<file path="src/sv/vrt_pkg.sv">
// Shared types and constants for the voxel ray traversal block.
`timescale 1ns / 1ps
package vrt_pkg;

   typedef enum logic [3:0] {
      ST_CLEAR,
      ST_IDLE,
      ST_AXIS,
      ST_DIV,
      ST_MUL,
      ST_STORE,
      ST_STEP,
      ST_CHECK,
      ST_DONE
   } state_type;

   localparam logic [1:0] AXIS_X = 2'd0;
   localparam logic [1:0] AXIS_Y = 2'd1;
   localparam logic [1:0] AXIS_Z = 2'd2;

   localparam logic OP_WRITE = 1'b0;
   localparam logic OP_CAST  = 1'b1;

   // signed voxel position width, covers the start cell and every step in range
   localparam int POS_W      = 13;
   localparam int TIME_W     = 41;
   localparam int DELTA_W    = 32;
   localparam int FRAC_W     = 17;
   localparam int QUO_W      = 33;
   localparam int DIVISOR_W  = 18;
   localparam int DIV_CNT_W  = 6;

   localparam logic [DELTA_W-1:0] DELTA_SAT = {DELTA_W{1'b1}};
   localparam logic [TIME_W-1:0]  T_INF     = {1'b1, {(TIME_W-1){1'b0}}};
   localparam logic signed [POS_W-1:0] STEP_NEG = -13'sd1;
   localparam logic signed [POS_W-1:0] STEP_POS = 13'sd1;

endpackage

</file>
<file path="src/sv/vrt_div.sv">
// Restoring divider forming 2^32 / divisor, one quotient bit per cycle.
`timescale 1ns / 1ps
module vrt_div (
   input  logic                           clock,
   input  logic                           reset,
   input  logic                           start,
   input  logic [vrt_pkg::DIVISOR_W-1:0]  divisor,
   output logic                           done,
   output logic [vrt_pkg::QUO_W-1:0]      quotient
);
   localparam logic [vrt_pkg::DIV_CNT_W-1:0] LAST = vrt_pkg::DIV_CNT_W'(vrt_pkg::QUO_W - 1);

   logic                                busy_ff, busy_in;
   logic                                done_ff, done_in;
   logic [vrt_pkg::DIV_CNT_W-1:0]       cnt_ff, cnt_in;
   logic [vrt_pkg::DIVISOR_W:0]         rem_ff, rem_in;
   logic [vrt_pkg::QUO_W-1:0]           quo_ff, quo_in;
   logic [vrt_pkg::DIVISOR_W-1:0]       dvs_ff, dvs_in;
   logic [vrt_pkg::DIVISOR_W:0]         trial;

   always_comb begin
      busy_in = busy_ff;
      done_in = 1'b0;
      cnt_in  = cnt_ff;
      rem_in  = rem_ff;
      quo_in  = quo_ff;
      dvs_in  = dvs_ff;
      // dividend is a single one in its top bit
      trial   = {rem_ff[vrt_pkg::DIVISOR_W-1:0], (cnt_ff == '0)};
      if (start) begin
         busy_in = 1'b1;
         cnt_in  = '0;
         rem_in  = '0;
         dvs_in  = divisor;
      end else if (busy_ff) begin
         if (trial >= {1'b0, dvs_ff}) begin
            rem_in = trial - {1'b0, dvs_ff};
            quo_in = {quo_ff[vrt_pkg::QUO_W-2:0], 1'b1};
         end else begin
            rem_in = trial;
            quo_in = {quo_ff[vrt_pkg::QUO_W-2:0], 1'b0};
         end
         cnt_in = cnt_ff + 1'b1;
         if (cnt_ff == LAST) begin
            busy_in = 1'b0;
            done_in = 1'b1;
         end
      end
   end

   always_ff @(posedge clock) begin
      if (reset) begin
         busy_ff <= 1'b0;
         done_ff <= 1'b0;
      end else begin
         busy_ff <= busy_in;
         done_ff <= done_in;
      end
      cnt_ff <= cnt_in;
      rem_ff <= rem_in;
      quo_ff <= quo_in;
      dvs_ff <= dvs_in;
   end

   assign done     = done_ff;
   assign quotient = quo_ff;
endmodule

</file>
<file path="config.mk">
export PLATFORM = sky130hd
export DESIGN_NAME = vrt_div
export DESIGN_NICKNAME = d
export VERILOG_FILES = /design/src/sv/vrt_pkg.sv /design/src/sv/vrt_div.sv
export SDC_FILE = /design/constraint.sdc
export NUM_CORES = 1
export LEC_CHECK = 0
export BUFFER_PORTS_ARGS = -buffer_cell sky130_fd_sc_hd__buf_2
export CAP_MARGIN = 40
export CELL_PAD_IN_SITES_DETAIL_PLACEMENT = 0
export CELL_PAD_IN_SITES_GLOBAL_PLACEMENT = 1
export CORE_MARGIN = 3
export CORE_UTILIZATION = 48
export CTS_CLUSTER_DIAMETER = 100
export DETAILED_ROUTE_END_ITERATION = 16
export MAX_ROUTING_LAYER = met4
export PLACE_DENSITY = 0.84
export SETUP_SLACK_MARGIN = 0.02
export SYNTH_ARGS = -nofsm -noshare
export SYNTH_HDL_FRONTEND = slang
export SYNTH_SLANG_ARGS = --single-unit
</file>
<file path="constraint.sdc">
create_clock -name clock -period 6.4 [get_ports clock]
set_input_delay 0.64 -clock clock [delete_from_list [all_inputs] [get_ports clock]]
set_output_delay 0.64 -clock clock [all_outputs]
set_load 0.02 [all_outputs]
</file>
==> run metrics, run 1 <==
Net count, final=427; clock input transition at the sequential cells of the worst setup and hold paths=0.09 ns; Fin Setup TNS=0 ns; number of buffers on the longest clock path=2; f_max=0.326 GHz; root buffer selected by CTS=sky130_fd_sc_hd__clkbuf_8; slew at the pin closest to its max-slew limit=0.489 ns; Resize count post-CTS=0; Int Pwr=801 uW; standard-cell rows=31; cell leakage power=0.00175 uW; Clock power frac=29.8%; buffers inserted by post-CTS timing repair=0; post-placement cell count=473; WL per Instance=13.8 microns; FF/Latch Area=2050 sq um; Peak supply drop=0.128 mV; DRC violation count after routing=0; fraction of final layout cells sized beyond drive strength 1=21.0%; relative area change from synthesis to final layout=15.8%; post-synthesis cell area=3660 sq um; number of global-route vias before repair=2455; boundary pin count=55; post-layout total power=1150 uW; startpoint kind of the worst setup timing path=flop; chip height=93.3 microns; mean number of vias per cell=5.31; Filler cells=622; H-Tree Level Count=3; Syn. warnings=0; worst setup path class=flop to flop; placeable core region=7330 sq um; routability congestion estimate from global placement=0.839; worst min path class=flop to flop; net count after synthesis=370; Initial DRT Pass Iterations=6; setup violators final=0; fraction of the cycle the final worst path needs=48.0%; max-capacitance violation count=0; global routing usage summed across all routing layers=17.3%; starting density of the core=49.9%; worst slack after detailed placement=3.34 ns; net switching power figure=348 uW; diode insertion count for antenna repair=0; PD cells=271 nW/um^2; number of hold violations in the final report=0; Clock Sink Count=77; outcome=completed; area of the multi-input gates=1470 sq um; floorplan die width=93.3 microns; Hold Buf Count CTS=0; count of nets left with antenna violations after detail routing=0; Avg Cell Area, Syn=11.1 sq um; total routed wirelength=6.77 mm; Hold Slack=0.452 ns; required time worst endpoint=6.68 ns; clock buffer count from CTS=9; worst slew margin relative to its limit=67.4%; Iteration-0 DRC Markers=126; maximum number of pins on one net before global-route repair=41; global-route wire length before repair=11.4 mm; PortBufs=54; Yosys reg bits=77; Worst-Skew Late Latency=0.35 ns; capturing element type of the critical path=flop; total congestion overflow after global routing=0; number of instances in the synthesized netlist=328; final cell count without fillers=489; Period minus WS final=3.07 ns; detailed placement HPWL=4.93 mm; part of the Yosys area used for sequential elements=56.1%; Die Area=8700 sq um; Seq pwr share=50.3%; Gate power share=19.9%; maximum fanout along the worst path=4; number of synthesized flops with an enable pin=51; TritonCTS clock tree=yes; antenna violations before repair=0; unrepaired setup endpoints after global routing=no; final clock skew=0.00846 ns; number of distinct library cell variants in the gate-level netlist after synthesis=53; Final Worst Setup Slack=3.33 ns; switching fraction of total power=30.3%; routed vias=2595; most common flop cell mapped by yosys=sky130_fd_sc_hd__edfxtp_1; data arrival time at the worst-slack endpoint=3.35 ns; total count of max-transition violations in the final report=0; Async S/R FF share, synth=0%
## worst paths after layout
kind	to	cells after the start	startpoint	slack, ns
hold reg to reg	quotient[30]$_DFFE_PP_	0	quotient[29]$_DFFE_PP_	0.45
setup reg to reg	rem_ff[14]$_SDFFE_PP0P_	13	cnt_ff[0]$_SDFFE_PP0P_	3.33
setup / recovery	rem_ff[14]$_SDFFE_PP0P_	13	cnt_ff[0]$_SDFFE_PP0P_	3.33
hold / removal	quotient[30]$_DFFE_PP_	0	quotient[29]$_DFFE_PP_	0.45
## cells in the mapped netlist (7+ instances only)
cell / instances / area (sq um)
sky130_fd_sc_hd__edfxtp_1: 51 / 1530
sky130_fd_sc_hd__nand2_1: 34 / 128
sky130_fd_sc_hd__nor2_1: 30 / 113
sky130_fd_sc_hd__dfxtp_1: 26 / 521
sky130_fd_sc_hd__inv_1: 21 / 78.8
sky130_fd_sc_hd__ha_1: 20 / 250
sky130_fd_sc_hd__a21oi_1: 15 / 75.1
sky130_fd_sc_hd__o21ai_0: 12 / 60.1
sky130_fd_sc_hd__a311oi_1: 10 / 87.6
sky130_fd_sc_hd__xor2_1: 10 / 87.6
sky130_fd_sc_hd__clkbuf_1: 8 / 30.0
sky130_fd_sc_hd__a21o_1: 7 / 52.6
## cell families after synthesis
group	Yosys count	synth area share (%)
muxes	2	0.582
xor gates and xnor gates	15	3.59
and+or+nand+nor	107	14.6
adders and majority gates	21	7.39
AOI/OAI and AO/OA	73	14.0
buffers and inverters	33	3.63
DFF	77	56.1
## critical path, stage by stage (launching register included)
cell	delay, ns
sky130_fd_sc_hd__dfxtp_1	0.35
sky130_fd_sc_hd__inv_1	0.08
sky130_fd_sc_hd__ha_1	0.13
sky130_fd_sc_hd__nor4b_1	0.31
sky130_fd_sc_hd__nand2b_1	0.15
sky130_fd_sc_hd__ha_1	0.23
sky130_fd_sc_hd__fa_1	0.40
sky130_fd_sc_hd__nor2b_1	0.17
sky130_fd_sc_hd__o21bai_1	0.13
sky130_fd_sc_hd__nand3_1	0.12
sky130_fd_sc_hd__a221o_1	0.22
sky130_fd_sc_hd__a221oi_1	0.11
sky130_fd_sc_hd__or4b_1	0.47
sky130_fd_sc_hd__a31oi_1	0.13
## cell usage in the layout, fill, tap and decap left out, drive strengths merged, types with 7 or more instances in the layout
master,instances
o21ai,14
inv,26
nand2,34
clkbuf,9
edfxtp,51
nand4,7
a311oi,12
dfxtp,26
buf,57
a21o,7
xor2,10
nor2,31
ha,20
a21oi,15
## sequential cells by signal, summed over array words and instances, names as in the netlist
signal	flops
busy_ff	1
cnt_ff	6
done	1
dvs_ff	18
quotient	33
rem_ff	18
## metrics by stage
stage / utilization [%] / cell area [sq um]
floorplan: - / 3660
global placement: 54.8 / 4020
detailed placement: 55.2 / 4050
CTS: 57.7 / 4230
global route: 57.7 / 4230
finish: 57.7 / 4230
## power groups by stage
stage	sequential, uW	combinational [uW]	clock [uW]
global route	582	259	377
detailed placement	590	228	0
global placement	589	225	0
finish	578	228	342
CTS	579	230	354
floorplan	594	167	0
## cell type report
cell class	count	area share (%)
multi-input cells	218	34.8
clock buffers	9	2.93
inverters	22	1.95
well taps	99	2.93
repair buffers	57	7.39
clock inverters	7	1.51
flip-flops and latches	77	48.5
## per-layer routing
layer / share of wire, % / GRT usage, % / vias up
li1: - / - / 1312
met4: 1.7 / 7.33 / 0
met1: 48 / 23.4 / 1205
met2: 44 / 25.3 / 68
met3: 5.4 / 3.70 / 10
met5: 0 / - / -
No activity file was read; power rests on OpenSTA's default activity.
==> run 2: changes to the inputs <==
--- a/config.mk
+++ b/config.mk
@@ -10,11 +10,11 @@
 export CELL_PAD_IN_SITES_DETAIL_PLACEMENT = 0
 export CELL_PAD_IN_SITES_GLOBAL_PLACEMENT = 1
 export CORE_MARGIN = 3
-export CORE_UTILIZATION = 48
+export CORE_UTILIZATION = 45
 export CTS_CLUSTER_DIAMETER = 100
 export DETAILED_ROUTE_END_ITERATION = 16
 export MAX_ROUTING_LAYER = met4
-export PLACE_DENSITY = 0.84
+export PLACE_DENSITY = 0.8
 export SETUP_SLACK_MARGIN = 0.02
 export SYNTH_ARGS = -nofsm -noshare
 export SYNTH_HDL_FRONTEND = slang
==> constraint.sdc (replaced) <==
create_clock -name clock -period 3.2 [get_ports clock]
set_input_delay 0.32 -clock clock [delete_from_list [all_inputs] [get_ports clock]]
set_output_delay 0.32 -clock clock [all_outputs]
set_load 0.02 [all_outputs]
==> run metrics, run 2 (same netlist as run 1, synthesis figures left out) <==
fraction of final layout cells sized beyond drive strength 1=22.1% (was 21.0%); maximum fanout along the worst path=4 (unchanged); detailed placement HPWL=5.18 mm (was 4.93 mm); switching fraction of total power=30.6% (was 30.3%); Die Area=9240 sq um (was 8700 sq um); total congestion overflow after global routing=0 (unchanged); final cell count without fillers=495 (was 489); standard-cell rows=32 (was 31); maximum single-stage delay on the critical path=0.47 ns (about the same); Peak supply drop=0.346 mV (was 0.128 mV); root buffer selected by CTS=sky130_fd_sc_hd__clkbuf_8 (unchanged); Worst-Skew Late Latency=0.36 ns (was 0.35 ns); cell leakage power=0.00177 uW (was 0.00175 uW); global routing usage summed across all routing layers=17.3% (about the same); placeable core region=7810 sq um (was 7330 sq um); Int Pwr=1610 uW (was 801 uW); worst setup path class=flop to flop (unchanged); diode insertion count for antenna repair=0 (unchanged); count of buffering cells on the critical path with inverters included=1 (unchanged); outcome=completed (unchanged); Clock power frac=30.1% (was 29.8%); antenna violations before repair=0 (unchanged); Most common cell on crit path=sky130_fd_sc_hd__ha_1 (unchanged); capturing point of the worst reg2reg path=rem_ff[14]$_SDFFE_PP0P_ (unchanged); fraction of the cycle the final worst path needs=91.5% (was 48.0%); capturing element type of the critical path=flop (unchanged); number of hold violations in the final report=0 (unchanged); slew at the pin closest to its max-slew limit=0.517 ns (was 0.489 ns); TritonCTS clock tree=yes (unchanged); unrepaired setup endpoints after global routing=no (unchanged); Initial DRT Pass Iterations=4 (was 6); Fin Setup TNS=0 ns (unchanged); setup violators final=0 (unchanged); H-Tree Level Count=3 (unchanged); hold path startpoint=reset (was quotient[29]$_DFFE_PP_); Iteration-0 DRC Markers=113 (was 126); Gate power share=20.0% (was 19.9%); Hold EP=busy_ff$_SDFF_PP0_ (was quotient[30]$_DFFE_PP_); worst reg-to-reg path cell count=13 (unchanged); post-placement cell count=477 (was 473); Period minus WS final=2.93 ns (was 3.07 ns); Clock Sink Count=77 (unchanged); worst min path class=input pin to flop (was flop to flop); cell family with most CP delay=simple AND/OR/NAND/NOR gates (unchanged); Filler cells=696 (was 622); commonest cells after routing, fill and taps aside=sky130_fd_sc_hd__buf_2, sky130_fd_sc_hd__edfxtp_1, sky130_fd_sc_hd__nand2_1 (unchanged); starting density of the core=46.8% (was 49.9%); hold path depth=2 (was 0); number of flip-flops in the largest register=33 (unchanged); Net count, final=430 (was 427); routability congestion estimate from global placement=0.821 (was 0.839); max-capacitance violation count=0 (unchanged); PD cells=545 nW/um^2 (was 271 nW/um^2); Seq pwr share=49.9% (was 50.3%); final clock skew=0.0132 ns (was 0.00846 ns); required time worst endpoint=3.49 ns (was 6.68 ns); worst reg-to-reg setup slack=0.27 ns (was 3.33 ns); number of global-route vias before repair=2510 (was 2455); total routed wirelength=7.18 mm (was 6.77 mm); chip height=96.1 microns (was 93.3 microns); f_max=0.341 GHz (was 0.326 GHz); CP max-delay cell=sky130_fd_sc_hd__or4b_1 (unchanged); data arrival time at the worst-slack endpoint=3.22 ns (was 3.35 ns); post-layout total power=2320 uW (was 1150 uW); clock input transition at the sequential cells of the worst setup and hold paths=0.09 ns (about the same); PortBufs=54 (unchanged); total count of max-transition violations in the final report=0 (unchanged); number of buffers on the longest clock path=2 (unchanged); Hold Buf Count CTS=0 (unchanged); mean number of vias per cell=5.27 (was 5.31); WL per Instance=14.5 microns (was 13.8 microns); boundary pin count=55 (unchanged); global-route wire length before repair=11.9 mm (was 11.4 mm); most common library cell in the layout ignoring fill and taps=sky130_fd_sc_hd__buf_2 (unchanged); cells along the critical path=inv_1, ha_1, nor4b_4, nand2b_1, ha_1, fa_1, nor2b_2, o21bai_1, nand3_1, a221o_1, a221oi_1, or4b_1, a31oi_1 (was inv_1, ha_1, nor4b_1, nand2b_1, ha_1, fa_1, nor2b_1, o21bai_1, nand3_1, a221o_1, a221oi_1, or4b_1, a31oi_1); DRC violation count after routing=0 (unchanged); floorplan die width=96.1 microns (was 93.3 microns); clock buffer count from CTS=9 (unchanged); net switching power figure=712 uW (was 348 uW); relative area change from synthesis to final layout=16.6% (was 15.8%); Util after Layout=54.6% (was 57.7%); worst slew margin relative to its limit=65.5% (was 67.4%); startpoint kind of the worst setup timing path=flop (unchanged); routed vias=2608 (was 2595); maximum number of pins on one net before global-route repair=35 (was 41); r2r startpoint=cnt_ff[0]$_SDFFE_PP0P_ (unchanged); count of nets left with antenna violations after detail routing=0 (unchanged)
==> run 2: changes by cell type in the layout (fill, tap and decap cells not counted), sizes merged <==
cell	before	now
clkinv	1	3
clkinvlp	2	1
buf	57	60
inv	26	25
==> run 2: power groups by stage <==
stage	Clock (uW)	Sequential, uW	Combinational, uW
after floorplan	0	1190	334
after detailed placement	0	1180	453
after global placement	0	1180	453
after CTS	721	1160	457
after global routing	767	1170	529
final	700	1160	464
==> run 2: worst max path at each step <==
stage	cells past startpoint	to	start
6_report	13	rem_ff[14]$_SDFFE_PP0P_	cnt_ff[0]$_SDFFE_PP0P_
5_1_grt	13	rem_ff[14]$_SDFFE_PP0P_	cnt_ff[0]$_SDFFE_PP0P_
4_1_cts	13	rem_ff[14]$_SDFFE_PP0P_	cnt_ff[0]$_SDFFE_PP0P_
3_5_place_dp	13	rem_ff[14]$_SDFFE_PP0P_	cnt_ff[0]$_SDFFE_PP0P_
3_3_place_gp	13	rem_ff[14]$_SDFFE_PP0P_	cnt_ff[0]$_SDFFE_PP0P_
2_1_floorplan	13	rem_ff[14]$_SDFFE_PP0P_	cnt_ff[0]$_SDFFE_PP0P_
==> run 2: cell type report <==
type                    instances  area [sq um]  share of cell area, %
repair buffers                 60           315                   7.40
clock buffers                   9           124                   2.91
flip-flops and latches         77          2050                   48.1
clock inverters                 7          70.1                   1.64
inverters                      22          82.6                   1.94
multi-input cells             218          1490                   35.0
well taps                     102           128                   2.99
==> run 2: metal layers <==
metal / up-vias / routed length (microns) / global-route usage (%)
met5: - / 0 / -
met4: 0 / 76 / 5.33
met3: 9 / 434 / 5.24
met2: 70 / 3150 / 25.5
met1: 1207 / 3520 / 23.0
li1: 1322 / - / -
==> run 2: stage by stage <==
step	worst slack, ns	area [sq um]	hold slack (ns)
after floorplan	0.441	3660	0.392
after global placement	0.256	4040	0.426
after detailed placement	0.178	4040	0.429
after CTS	0.138	4230	0.113
after global routing	0.0123	4260	0.103
final	0.270	4260	0.123
==> run 2: repair_timing <==
item                                    4_1_cts  5_1_grt
buffers inserted                              0        2
endpoints found under the hold margin         0        0
gates resized for setup                       0        3
endpoints found under the setup margin        0       18
